File: src/rtl/sdf_pkg.sv
// Package for the sync-header packet deframer.
// Holds the phase and status codes, the sync constants and the result record.
// No dependencies.
package sdf_pkg;

	localparam logic [7:0] SYNC_S = 8'h73;
	localparam logic [7:0] SYNC_N = 8'h6E;
	localparam logic [7:0] SYNC_P = 8'h70;
	localparam logic [15:0] SYNC_SUM = 16'(SYNC_S) + 16'(SYNC_N) + 16'(SYNC_P);
	localparam logic [5:0] WORD_BYTES = 6'd4;

	localparam int TYPE_HAS_DATA_BIT = 7;
	localparam int TYPE_BATCH_BIT = 6;

	typedef enum logic [2:0] {
		PH_HUNT_S = 3'd0,
		PH_HUNT_N = 3'd1,
		PH_HUNT_P = 3'd2,
		PH_TYPE   = 3'd3,
		PH_DATA   = 3'd4,
		PH_SUM_HI = 3'd5,
		PH_SUM_LO = 3'd6
	} phase_t;

	typedef enum logic [1:0] {
		ST_BUSY   = 2'd0,
		ST_GOOD   = 2'd1,
		ST_SEQERR = 2'd2,
		ST_SUMERR = 2'd3
	} status_t;

	typedef struct packed {
		status_t status;
		logic payload_valid;
		logic [5:0] payload_index;
		logic [7:0] payload_byte;
		logic [7:0] frame_type;
	} result_t;

endpackage

File: src/rtl/sdf_core.sv
// Parser state machine of the sync-header packet deframer.
// Holds phase, checksum, type, count and length; steps once per request.
// Depends on sdf_pkg.
module sdf_core import sdf_pkg::*; (
	input  logic       clk,
	input  logic       arst_n,
	input  logic       step,
	input  logic [7:0] byte_in,
	output result_t    result
);

	phase_t phase_q, phase_d;
	logic [15:0] sum_q, sum_d;
	logic [7:0] type_q, type_d;
	logic [5:0] count_q, count_d;
	logic [5:0] len_q, len_d;
	logic [7:0] sumhi_q, sumhi_d;
	logic [15:0] sum_plus;

	assign sum_plus = sum_q + 16'(byte_in);

	always_comb begin
		phase_d = PH_HUNT_S;
		sum_d = sum_q;
		type_d = type_q;
		count_d = count_q;
		len_d = len_q;
		sumhi_d = sumhi_q;
		case (phase_q)
			PH_HUNT_S: begin
				if (byte_in == SYNC_S) phase_d = PH_HUNT_N;
			end
			PH_HUNT_N: begin
				if (byte_in == SYNC_N) phase_d = PH_HUNT_P;
			end
			PH_HUNT_P: begin
				if (byte_in == SYNC_P) begin
					phase_d = PH_TYPE;
					sum_d = SYNC_SUM;
				end
			end
			PH_TYPE: begin
				type_d = byte_in;
				sum_d = sum_plus;
				if (!byte_in[TYPE_HAS_DATA_BIT]) begin
					phase_d = PH_SUM_HI;
				end else begin
					phase_d = PH_DATA;
					count_d = '0;
					len_d = byte_in[TYPE_BATCH_BIT] ? {byte_in[5:2], 2'b00} : WORD_BYTES;
				end
			end
			PH_DATA: begin
				phase_d = (count_q == len_q) ? PH_SUM_HI : PH_DATA;
				count_d = count_q + 6'd1;
				sum_d = sum_plus;
			end
			PH_SUM_HI: begin
				phase_d = PH_SUM_LO;
				sumhi_d = byte_in;
			end
			default: begin
				phase_d = PH_HUNT_S;
			end
		endcase
	end

	always_comb begin
		result.status = ST_BUSY;
		result.payload_valid = 1'b0;
		result.payload_index = '0;
		result.payload_byte = '0;
		result.frame_type = type_d;
		case (phase_q)
			PH_HUNT_S: begin
				if (byte_in != SYNC_S) result.status = ST_SEQERR;
			end
			PH_HUNT_N: begin
				if (byte_in != SYNC_N) result.status = ST_SEQERR;
			end
			PH_HUNT_P: begin
				if (byte_in != SYNC_P) result.status = ST_SEQERR;
			end
			PH_TYPE: begin
				result.status = ST_BUSY;
			end
			PH_DATA: begin
				result.payload_valid = 1'b1;
				result.payload_index = count_q;
				result.payload_byte = byte_in;
			end
			PH_SUM_HI: begin
				result.status = ST_BUSY;
			end
			PH_SUM_LO: begin
				result.status = ({sumhi_q, byte_in} == sum_q) ? ST_GOOD : ST_SUMERR;
			end
			default: begin
				result.status = ST_SEQERR;
			end
		endcase
	end

	always_ff @(posedge clk or negedge arst_n) begin
		if (!arst_n) begin
			phase_q <= PH_HUNT_S;
			sum_q <= '0;
			type_q <= '0;
			count_q <= '0;
			len_q <= '0;
			sumhi_q <= '0;
		end else if (step) begin
			phase_q <= phase_d;
			sum_q <= sum_d;
			type_q <= type_d;
			count_q <= count_d;
			len_q <= len_d;
			sumhi_q <= sumhi_d;
		end
	end

endmodule

File: config.mk
export PLATFORM = sky130hd
export DESIGN_NAME = sdf_core
export DESIGN_NICKNAME = d
export VERILOG_FILES = /design/src/rtl/sdf_pkg.sv /design/src/rtl/sdf_core.sv
export SDC_FILE = /design/constraint.sdc
export NUM_CORES = 1
export LEC_CHECK = 0
export BUFFER_PORTS_ARGS = -buffer_cell sky130_fd_sc_hd__buf_2
export CORE_MARGIN = 3
export CORE_UTILIZATION = 30
export DETAILED_ROUTE_END_ITERATION = 6
export HOLD_SLACK_MARGIN = 0.06
export SYNTH_ARGS = -nofsm -noshare
export SYNTH_HDL_FRONTEND = slang
export SYNTH_SLANG_ARGS = --single-unit
File: constraint.sdc
create_clock -name clk -period 6.15 [get_ports clk]
set_input_delay 0.615 -clock clk [delete_from_list [all_inputs] [get_ports clk]]
set_output_delay 0.615 -clock clk [all_outputs]
set_load 0.005 [all_outputs]
# ---- Word-level counts from Yosys, hierarchy flattened
# Index checks and enable logic that the tools add are counted.
dict set report totals {
  input_bits 11
  register_bits 47
  output_inout_bits 25
}
dict set report op_classes {
  reduce_logical 9
  add_sub_neg 2
  n_mux 18
  n_eq_ne 16
}
# op n
set op_table {}
lappend op_table {{$pmux 16 s2} 1}
lappend op_table {{$eq 8x7->1 const B} 3}
lappend op_table {{$ne 8x7->1 const B} 3}
lappend op_table {{$pmux 3 s6} 1}
lappend op_table {{$add 16x8->16} 1}
lappend op_table {{$eq 16x16->1} 1}
lappend op_table {{$mux 16} 1}
lappend op_table {{$mux 15} 1}
lappend op_table {{$mux 2} 6}
lappend op_table {{$mux 6} 2}
lappend op_table {{$pmux 6 s2} 1}
lappend op_table {{$pmux 2 s5} 1}
lappend op_table {{$eq 3x3->1 const B} 3}
lappend op_table {{$reduce_and 3->1} 3}
lappend op_table {{$mux 8} 1}
lappend op_table {{$add 6x1->6 const B} 1}
lappend op_table {{$eq 3x2->1 const B} 2}
lappend op_table {{$eq 6x6->1} 1}
lappend op_table {{$ne 2x2->1 const B} 2}
lappend op_table {{$reduce_bool 2->1} 2}
lappend op_table {{$eq 3x1->1 const B} 1}
lappend op_table {{$logic_not 3->1} 1}
lappend op_table {{$mux 1} 3}
lappend op_table {{$reduce_or 3->1} 1}
lappend op_table {{2 further kinds} 2}

# ---- Depth between registers and ports, before layout
dict set report logic_depth {
  ltp_word 4
  mapped_depth 8
}

# ---- Worst setup path after synthesis
# No wires, ideal clock.
dict set report synth_path {
  kind {in2out}
  start {input byte_in[4]}
  end {output result[24] in the netlist's numbering}
  arrival_time_ns 1.812
  stages 4
  setup_slack_ns 3.723
  required_ns 5.535
  path_cell_list {ha_1 > or4_1 > nor4_1 > a21oi_1}
}
# item line
set synth_rtl {}
lappend synth_rtl {{from (decl)} sdf_core.sv:8} ;# input logic [7:0] byte_in,
lappend synth_rtl {{to (decl)} sdf_core.sv:9} ;# output result_t result

==> results_dict.tcl <==
set metrics [dict create \
    ys_ff_latch 45 \
    num_vias 2307 \
    power_density_nw_per_um2 351 \
    multi_input_area_sq_um 1640 \
    required_ns 5.53 \
    final_cell_mix "52 x nand2_1, 45 x dfrtp_1, 35 x buf_2" \
    grt_max_degree 46 \
    layout_setup_ws_ns 3.24 \
    rows 35 \
    top_level_ports 36 \
    power.internal_mw 0.695 \
    synthTopCellsByArea "dfrtp_1 39%, nand2_1 6.8%, mux2_2 5.1%, ha_1 4.3%, xor2_1 4.2%" \
    power_frac_comb_pct 40.0 \
    startpoint "byte_in[6]" \
    grt_pass1_vias 2266 \
    fmax_ghz 0.344 \
    r2r_setup_slack_ns 3.81 \
    layout_commonest_cell "nand2_1" \
    dpl_worst_slack_ns 3.27 \
    switching_share_pct 38.4 \
    power.total_mw 1.13 \
    start_util_pct 31.1 \
    ys_types 59 \
    critPathLaunchType "primary input" \
    htreeDepth 2 \
    cp_data_arrival_time_ns 2.29 \
    post_cts_resized 0 \
    finalHoldViolCount 0 \
    grtUsageTotal_pct 13.4 \
    setup_viol 0 \
    slew_headroom_pct 32.6 \
    synth_flop_cell "dfrtp_1" \
    cts_made_buffers 5 \
    cts_num_sinks 45 \
    post_cts_buffers 0 \
    clock_latency_ns 0.31 \
    final.setup.tns_ns 0 \
    critPathKind "in -> out" \
    syn_avg_cell_area_sq_um 9.37 \
    yosysTopAreaCellShare_pct 39.0 \
    firstDrtPassIters 4 \
    synth-edff-count 0 \
    drive_above_1_share_pct 19.9 \
    viasPerCell 5.00 \
    rsz0062_at_grt "no" \
    drc_errors 0 \
    cts_root_buffer "clkbuf_8" \
    syn_area_sq_um 2890 \
    cts_buffer_depth 2 \
    skew_ns 0.0131 \
    synthArstFlopShare_pct 100 \
    antenna_cells 0 \
    coreArea_sq_um 9280 \
    clkTransAtPathRegs_ns 0.09 \
    grt_pass1_wl_um 11800 \
    yosysWarnings 0 \
    r2r_start "phase_q[1]" \
    worstMarginPinSlew_ns 1.01 \
    port_buffers 35 \
    maxCapViolations 0 \
    cts_tree "done" \
    wl_per_cell_um 15.1 \
    die_h_um 104 \
    syn-instance-count 308 \
    crit_path_end_kind "output port" \
    n_fill_cell 1021 \
    crit_fanout 11 \
    period_share_pct 47.3 \
    die_area_sq_um 10800 \
    drt-initial-drc-count 85 \
    syn_nets 330 \
    yosysTopAreaCell "dfrtp_1" \
    die_w_um 104 \
    nets 353 \
    area_growth_syn_to_layout_pct 11.4 \
    wl_um 6970 \
    power.switching_mw 0.433 \
    pwr-share-seq_pct 42.7 \
    utilization_pct 34.6 \
    irDropWorstVdd_uv 118 \
    antenna_found_initial 0 \
    min_period_ns 2.91 \
    seq_area_sq_um 1130 \
    hpwl_um 5060 \
    hold_path.class "in -> async" \
    cts_hold_buffers 0 \
    yosysSeqAreaShare_pct 39.0 \
    pwr-share-clk_pct 17.4 \
    p_leak_nw 1.59 \
    gp_congestion 0.870 \
    global_route.overflow_total 0 \
    outcome "complete, no violations" \
    slew_viol_final 0 \
    antenna_left 0 \
]
==> critical path: stages <==
cell and delay [ns]:
buf_2 0.18, ha_1 0.39, or4_1 0.52, nor4_1 0.32, a21oi_1 0.12, buf_2 0.15
==> worst paths after layout <==
check / cells past startpoint / end
max: 6 / result[24]
min: 1 / type_q[2]
max reg2reg: 5 / sum_q[14]
min reg2reg: 2 / type_q[0]
max in group asynchronous: 1 / phase_q[2]
min in group clk: 2 / type_q[0]
==> cell type report <==
| class | instances | share of cell area [%] |
|---|---|---|
| sequential | 45 | 35.0 |
| timing repair buffer | 35 | 5.45 |
| clock buffer | 5 | 2.14 |
| multi-input combinational | 238 | 50.9 |
| clock inverter | 3 | 0.779 |
| tap | 129 | 5.02 |
| inverter | 6 | 0.701 |
==> synthesized netlist by cell type, types with 2 or more instances <==
library cell	count
xor2_1	14
nand4_1	3
o21a_1	2
nand3b_1	2
nor4_1	4
nand2b_1	4
nor3_1	3
and2_1	13
mux2_2	13
nand4b_1	3
o21ai_0	10
o211ai_1	2
a21o_1	6
nand3_1	8
o21ai_1	4
inv_1	6
nor2_1	16
or3b_1	3
nand2_1	52
clkbuf_1	8
a21oi_1	11
ha_1	10
or4_1	2
buf_4	4
dfrtp_1	45
mux2i_1	6
and3b_1	2
xnor2_1	9
and3_1	6
nand2b_4	2
a31oi_1	2
buf_2	6
==> through the flow <==
step                area [sq um]  std cells  hold slack, ns
finish                      3210        461           0.475
global route                3210        461           0.515
CTS                         3210        461           0.484
detailed placement          3120        453           0.461
global placement            3120        453           0.452
floorplan                   2890        308           0.319
==> power by group through the flow <==
stage / clock (mW) / sequential, mW / combinational [mW]
floorplan: 0 / 0.457 / 0.355
global placement: 0 / 0.482 / 0.447
detailed placement: 0 / 0.486 / 0.452
CTS: 0.202 / 0.481 / 0.455
global route: 0.215 / 0.494 / 0.516
finish: 0.196 / 0.481 / 0.451
==> cell families after synthesis <==
family	after synthesis	share of synthesized area, %
flip-flops	45	39.0
buffers and inverters	25	4.29
AO/OA/AOI/OAI	54	13.4
adder cells (fa/ha/maj)	11	5.03
AND/OR/NAND/NOR	131	24.1
multiplexers	19	7.16
XOR/XNOR	23	6.98
==> metal layers <==
metal  GRT usage, %  routed length [um]
met2           21.2                3240
met3           2.48                 289
met5              0                   0
met1           18.6                3350
met4           3.89                  83
==> registers in the layout, summed over array words and instances (netlist names) <==
register / flops
len_q: 4
phase_q: 3
count_q: 6
sum_q: 16
type_q: 8
sumhi_q: 8
Power figures use the tool's default switching activity.
